File: config.mk
export PLATFORM = sky130hd
export DESIGN_NAME = sus_cell
export DESIGN_NICKNAME = d
export VERILOG_FILES = /design/src/hw/rtl/sus_pkg.sv /design/src/hw/rtl/sus_cell.sv
export SDC_FILE = /design/constraint.sdc
export NUM_CORES = 1
export LEC_CHECK = 0
export ABC_AREA = 1
export BUFFER_PORTS_ARGS = -buffer_cell sky130_fd_sc_hd__buf_2
export CORE_MARGIN = 3
export CORE_UTILIZATION = 49
export DETAILED_ROUTE_END_ITERATION = 8
export PLACE_DENSITY = 0.88
export RECOVER_POWER = 25
export SYNTH_ARGS = -nofsm -noshare
export SYNTH_HDL_FRONTEND = slang
export SYNTH_SLANG_ARGS = --single-unit
File: constraint.sdc
create_clock -name i_clk -period 4 [get_ports i_clk]
set_clock_uncertainty 0.1 [all_clocks]
set_input_delay 0.4 -clock i_clk [delete_from_list [all_inputs] [get_ports i_clk]]
set_output_delay 0.4 -clock i_clk [all_outputs]
set_load 0.02 [all_outputs]
File: src/hw/rtl/sus_pkg.sv
// Package for the sorted unique set engine: widths, operation codes, status codes
// and the control types shared by the top level and the storage cells.
// No dependencies.
package sus_pkg;

    localparam int DATA_W           = 32;
    localparam int OP_W             = 2;
    localparam int STATUS_W         = 3;
    localparam int COUNT_OUT_W      = 6;
    localparam int CAPACITY_DEFAULT = 32;

    localparam logic [OP_W-1:0] OP_INSERT = 2'd0;
    localparam logic [OP_W-1:0] OP_REMOVE = 2'd1;
    localparam logic [OP_W-1:0] OP_LIST   = 2'd2;

    typedef enum logic [STATUS_W-1:0] {
        ST_INSERTED      = 3'd0,
        ST_DUPLICATE     = 3'd1,
        ST_REMOVED       = 3'd2,
        ST_NOT_FOUND     = 3'd3,
        ST_EMPTY         = 3'd4,
        ST_FULL_OR_ENTRY = 3'd5
    } t_status;

    typedef enum logic [1:0] {
        CELL_HOLD,
        CELL_INSERT,
        CELL_REMOVE,
        CELL_ROTATE
    } t_cell_op;

    // Broadcast to every cell of the chain.
    typedef struct packed {
        t_cell_op                  op;
        logic signed [DATA_W-1:0]  value;
    } t_cell_ctrl;

    // Where a cell sits relative to the current fill level.
    typedef struct packed {
        logic occupied;
        logic tail;
    } t_cell_pos;

endpackage

File: src/hw/rtl/sus_cell.sv
// One storage cell of the sorted chain: holds one entry, compares it with the
// broadcast value and shifts toward either neighbor. Depends on sus_pkg.
module sus_cell (
    input  logic                              i_clk,
    input  sus_pkg::t_cell_ctrl               i_ctrl,
    input  sus_pkg::t_cell_pos                i_pos,
    input  logic                              i_prev_lt,
    input  logic signed [sus_pkg::DATA_W-1:0] i_prev_entry,
    input  logic signed [sus_pkg::DATA_W-1:0] i_next_entry,
    input  logic signed [sus_pkg::DATA_W-1:0] i_first_entry,
    output logic signed [sus_pkg::DATA_W-1:0] o_entry,
    output logic                              o_lt,
    output logic                              o_eq
);

    logic signed [sus_pkg::DATA_W-1:0] r_entry;
    logic signed [sus_pkg::DATA_W-1:0] n_entry;

    assign o_entry = r_entry;
    assign o_lt    = i_pos.occupied && (r_entry < i_ctrl.value);
    assign o_eq    = i_pos.occupied && (r_entry == i_ctrl.value);

    always_comb begin
        n_entry = r_entry;
        case (i_ctrl.op)
            sus_pkg::CELL_INSERT: begin
                // Cells below the insertion point keep their entry; the first cell
                // at or above it takes the new value, the rest move up by one.
                if (!o_lt) begin
                    n_entry = i_prev_lt ? i_ctrl.value : i_prev_entry;
                end
            end
            sus_pkg::CELL_REMOVE: begin
                if (!o_lt) begin
                    n_entry = i_next_entry;
                end
            end
            sus_pkg::CELL_ROTATE: begin
                // Listing rotates the occupied part so each entry in turn reaches cell 0.
                n_entry = i_pos.tail ? i_first_entry : i_next_entry;
            end
            default: begin
                n_entry = r_entry;
            end
        endcase
    end

    always_ff @(posedge i_clk) begin
        r_entry <= n_entry;
    end

endmodule

# Word level (Yosys, flattened, before mapping)
# Cells that the tools add are included.
# op_classes
magnitude_cmp	1
eq_ne	6
n_mux	5
n_reduce_logical	4
# op_table
op	count
two-way mux 32 bit	4
case mux 32 bit (3 select lines)	1
== test 32 bit	1
less-than comparator 32 bit	1
== test 2 bit, second input constant	2
!= test 2 bit, second input constant	2
AND reduction 3 bit	1
nonzero test 3 bit	1
== test 2 x 1 -> 1 bit, second input constant	1
logical AND 1 bit	2
# totals
register_bits	32
input_bits	134

# Logic depth before layout (Yosys ltp)
# depth
depth_word	4
mapped_depth	17
ltp_nobuf	17

# Least setup slack after synthesis
# No wires, ideal clock.
# synth_path
kind	flip-flop to flip-flop
from	reg r_entry (netlist bit o_entry[31])
to	reg r_entry (netlist bit o_entry[0]), enable pin
setup_time_ps	387
t_arrival_ps	2188
required_ps	3513
slack_ps	1325
stages_incl_launch_ff	12
n_path_buf	0
cell_sequence	edfxtp_1 ha_1 nand2_1 nor2_2 nand2_2 nor4_4 nand2_1 nand2_1 nand2_1 nand4_1 nand2_1 inv_1
# synth_between
elab_chain_cells	4
word_cells_on_any_way	5
cone_classes	order compare: 1; eq/ne: 2; reduce/logical: 2
# synth_lines
item	line_no	source
start: declaration	sus_cell.sv:16	logic signed [sus_pkg::DATA_W-1:0] r_entry;
start signal: assignment	sus_cell.sv:49	r_entry <= n_entry;
less-than comparator 32 bit (*)	sus_cell.sv:20	assign o_lt = i_pos.occupied && (r_entry < i_ctrl.value);
logical AND 1 bit (*)	sus_cell.sv:20	
!= test 2 bit (no source line)	--	
AND reduction 3 bit (no source line) (*)	--	
# Mark *: on every way between the ends. The rest lies on a longest branch, timed or not.
# A chain may end at the register's enable or synchronous reset.

# Final worst setup path
# layout_path
from	reg r_entry (netlist bit o_entry[31])
to	reg r_entry (netlist bit o_entry[7]), enable pin
# The elaborated chain is that of the path after synthesis.

==> results.py <==
metrics = {
    "die": {
        "fp.dieH_um": 83.73,
        "placementRows": 27,
        "die_w_um": 83.73,
        "design.die.area_um2": 7010,
        "fp.coreArea_um2": 5675,
        "num_io_pins": 168,
        "initial_core_util": 0.5216,
    },
    "sta": {
        "time_the_worst_path_needs_with_i_o_delays_and_setup_ns": 2.799,
        "fin_setup_tns_ns": 0,
        "worstMarginPinSlew_ns": 1.026,
        "hold_viol": 0,
        "worst_slew_margin_rel": 0.3157,
        "maxClockFrequency_mhz": 357.3,
        "setup_viol_count_final": 0,
        "timing.final.crit_share": 0.6996,
        "grt_setup_unrepaired": "no",
        "report.final.slew_viol_count": 0,
    },
    "grt": {
        "grt_overflow": 0,
        "grt_pass1_vias": 3304,
        "busiest_layer": "met2",
        "grt_use_total": 0.2539,
        "number_of_antenna_violations_at_the_first_check_in_global_routing": 0,
        "grt_util_met1": 0.3140,
        "global_route_wire_length_before_repair_um": 14890,
        "groute.layer.met3.usage": 0.04837,
        "grt_start_max_net_pins": 64,
        "global_route.usage.met2": 0.4418,
    },
    "critical_path": {
        "r2r_cells": 12,
        "worst_ep_required_time_ns": 3.88,
        "timing.reg2reg.setup_slack_ns": 1.20,
        "startpoint_of_the_worst_register_to_register_path": "o_entry[31]",
        "worst-endpoint-arrival_ns": 2.68,
        "critical_path.reg2reg.endpoint": "o_entry[7]",
        "cp-start-kind": "register",
        "worstPathMaxFanout": 18,
        "critPathCaptureType": "register",
        "worstSetupPathType": "reg -> reg",
    },
    "cts": {
        "tritoncts_clock_tree": "built",
        "post_cts_hold_buffer_count": 0,
        "post_cts.repair.setup_buffers": 0,
        "clock_sinks": 32,
        "cts_root_buffer": "sky130_fd_sc_hd__clkbuf_8",
        "worstSkewPairLatency_ns": 0.28,
        "htreeDepth": 2,
        "cts_buffers": 5,
        "clockBufferDepth": 2,
        "cts.reportedPaths.clkPinSlew_ns": 0.06,
        "ctsResizeCount": 0,
    },
    "place": {
        "finalWeightedCongestion": 0.8591,
        "dp_hpwl_um": 7048,
        "port_buffers": 167,
    },
    "routing": {
        "final_antenna_violating_net_count": 0,
        "route.vias.total": 3408,
        "vias_per_cell": 5.470,
        "wire_length_per_cell_um": 14.83,
        "drcViolationCount": 0,
        "drt_pre_antenna_iters": 4,
        "detail_route.wirelength_um": 9242,
        "detailedRoute.firstIterationViolations": 214,
    },
    "cells_and_area": {
        "nets": 717,
        "areaGrowthSynthToFinish_pct": 30.43,
        "diodes": 0,
        "largest_register_ffs": 32,
        "post_route_cells_drive_above_1_share": 0.2995,
        "layout.filler_cells": 498,
        "multi_input_area_um2": 1724,
        "seqCellArea_um2": 960.9,
        "most-common-layout-cells": "sky130_fd_sc_hd__buf_2, sky130_fd_sc_hd__nand2_1, sky130_fd_sc_hd__o21ai_0",
        "mostFrequentLayoutCell": "sky130_fd_sc_hd__buf_2",
    },
    "synthesis": {
        "asyncSetResetFlopFracSynth": 0,
        "synthesis.area_per_instance_um2": 7.457,
        "synth_flop_cell": "sky130_fd_sc_hd__edfxtp_1",
        "synth_edf_count": 32,
        "syn_inst": 397,
        "summed_instance_area_of_the_synthesized_netlist_um2": 2960,
        "seq_area_frac_synth": 0.3246,
        "ys_seq_elements": 32,
        "yosysUniqueCellTypes": 29,
        "yosys_warnings": 0,
        "mappedNetlistNets": 563,
    },
    "hold_path": {
        "worst_hold_path.endpoint": "o_entry[3]",
        "hold_depth": 3,
        "hold_path_class": "in -> reg",
        "hold_path_startpoint": "i_prev_entry[3]",
    },
    "job": {
        "max_cap_viol_count": 0,
    },
    "run_status": {
        "run_status": "finished clean",
    },
    "power": {
        "cellPowerDensity_nw_per_um2": 301.1,
        "power_leakage_nw": 1.898,
        "finalPower_mw": 1.162,
        "vdd.ir_drop.worst_mv": 0.1775,
    },
}
critical path: stages (launching register included):
cell	delay [ns]
sky130_fd_sc_hd__edfxtp_1	0.39
sky130_fd_sc_hd__ha_1	0.35
sky130_fd_sc_hd__nand2_1	0.10
sky130_fd_sc_hd__nor2_2	0.14
sky130_fd_sc_hd__nand2_2	0.09
sky130_fd_sc_hd__nor4_4	0.17
sky130_fd_sc_hd__nand2_1	0.10
sky130_fd_sc_hd__nand2_1	0.06
sky130_fd_sc_hd__nand2_1	0.06
sky130_fd_sc_hd__nand4_1	0.07
sky130_fd_sc_hd__nand2_1	0.05
sky130_fd_sc_hd__inv_1	0.50
sky130_fd_sc_hd__buf_4	0.30
cell usage after synthesis (2+ instances only):
| master | n | area (um2) |
|---|---|---|
| sky130_fd_sc_hd__nand2_1 | 65 | 244.0 |
| sky130_fd_sc_hd__o21ai_0 | 52 | 260.3 |
| sky130_fd_sc_hd__a21oi_1 | 44 | 220.2 |
| sky130_fd_sc_hd__inv_1 | 43 | 161.4 |
| sky130_fd_sc_hd__nor2_1 | 36 | 135.1 |
| sky130_fd_sc_hd__edfxtp_1 | 32 | 960.9 |
| sky130_fd_sc_hd__ha_1 | 32 | 400.4 |
| sky130_fd_sc_hd__o211ai_1 | 31 | 232.7 |
| sky130_fd_sc_hd__clkbuf_1 | 13 | 48.80 |
| sky130_fd_sc_hd__o21ai_1 | 11 | 55.05 |
| sky130_fd_sc_hd__buf_2 | 6 | 30.03 |
| sky130_fd_sc_hd__nand3_1 | 6 | 30.03 |
| sky130_fd_sc_hd__inv_2 | 5 | 18.77 |
| sky130_fd_sc_hd__buf_1 | 3 | 11.26 |
| sky130_fd_sc_hd__and3_1 | 2 | 12.51 |
| sky130_fd_sc_hd__nand4_1 | 2 | 12.51 |
| sky130_fd_sc_hd__nor3_1 | 2 | 10.01 |
layer usage:
metal  vias up  wire length [um]
met2       161              4609
met4         0               147
met1      1544              3683
met3        17               802
li1       1686                 -
met5         -                 0
stage by stage:
stage          instances  hold slack [ns]  utilization  setup WS (ns)  instance area [um2]
6_report             623           0.3203       0.6803          1.201                 3861
3_3_place_gp         616           0.5993       0.6720          1.119                 3814
5_1_grt              623           0.3308       0.6803         0.9603                 3861
2_1_floorplan        397           0.4986            -          1.325                 2960
4_1_cts              623           0.3203       0.6856          1.149                 3891
3_5_place_dp         616           0.6082       0.6720          1.032                 3814
cell families (layout without fill, tap and decap cells):
group           after synthesis  after routing  synth area share
mux                           1              1          0.003381
flops                        32             32            0.3246
compound gates              143            143            0.2735
simple gates                118            118            0.1695
fa+ha+maj                    32             32            0.1352
buf+inv                      71            225           0.09383
cell type report:
type | count | share of cell area
Clock buffer | 6 | 0.01879
Sequential cell | 32 | 0.2489
Tap cell | 72 | 0.02333
Inverter | 48 | 0.04666
Clock inverter | 1 | 0.001296
Timing Repair Buffer | 170 | 0.2145
Multi-Input combinational cell | 294 | 0.4465
power by group:
part | total (mW) | switching, mW | internal, mW
Sequential | 0.467 | 0.0292 | 0.438
Clock | 0.229 | 0.111 | 0.118
Combinational | 0.466 | 0.291 | 0.175
worst max-delay path by stage:
stage,start,end,slack (ns)
after floorplan,o_entry[31],o_entry[0],1.33
after global placement,i_ctrl[31],o_entry[28],1.12
after detailed placement,i_ctrl[31],o_entry[28],1.03
after CTS,o_entry[31],o_entry[7],1.15
after global routing,o_entry[11],o_entry[7],0.96
final,o_entry[31],o_entry[7],1.20
(Power assumes the default switching activity.)
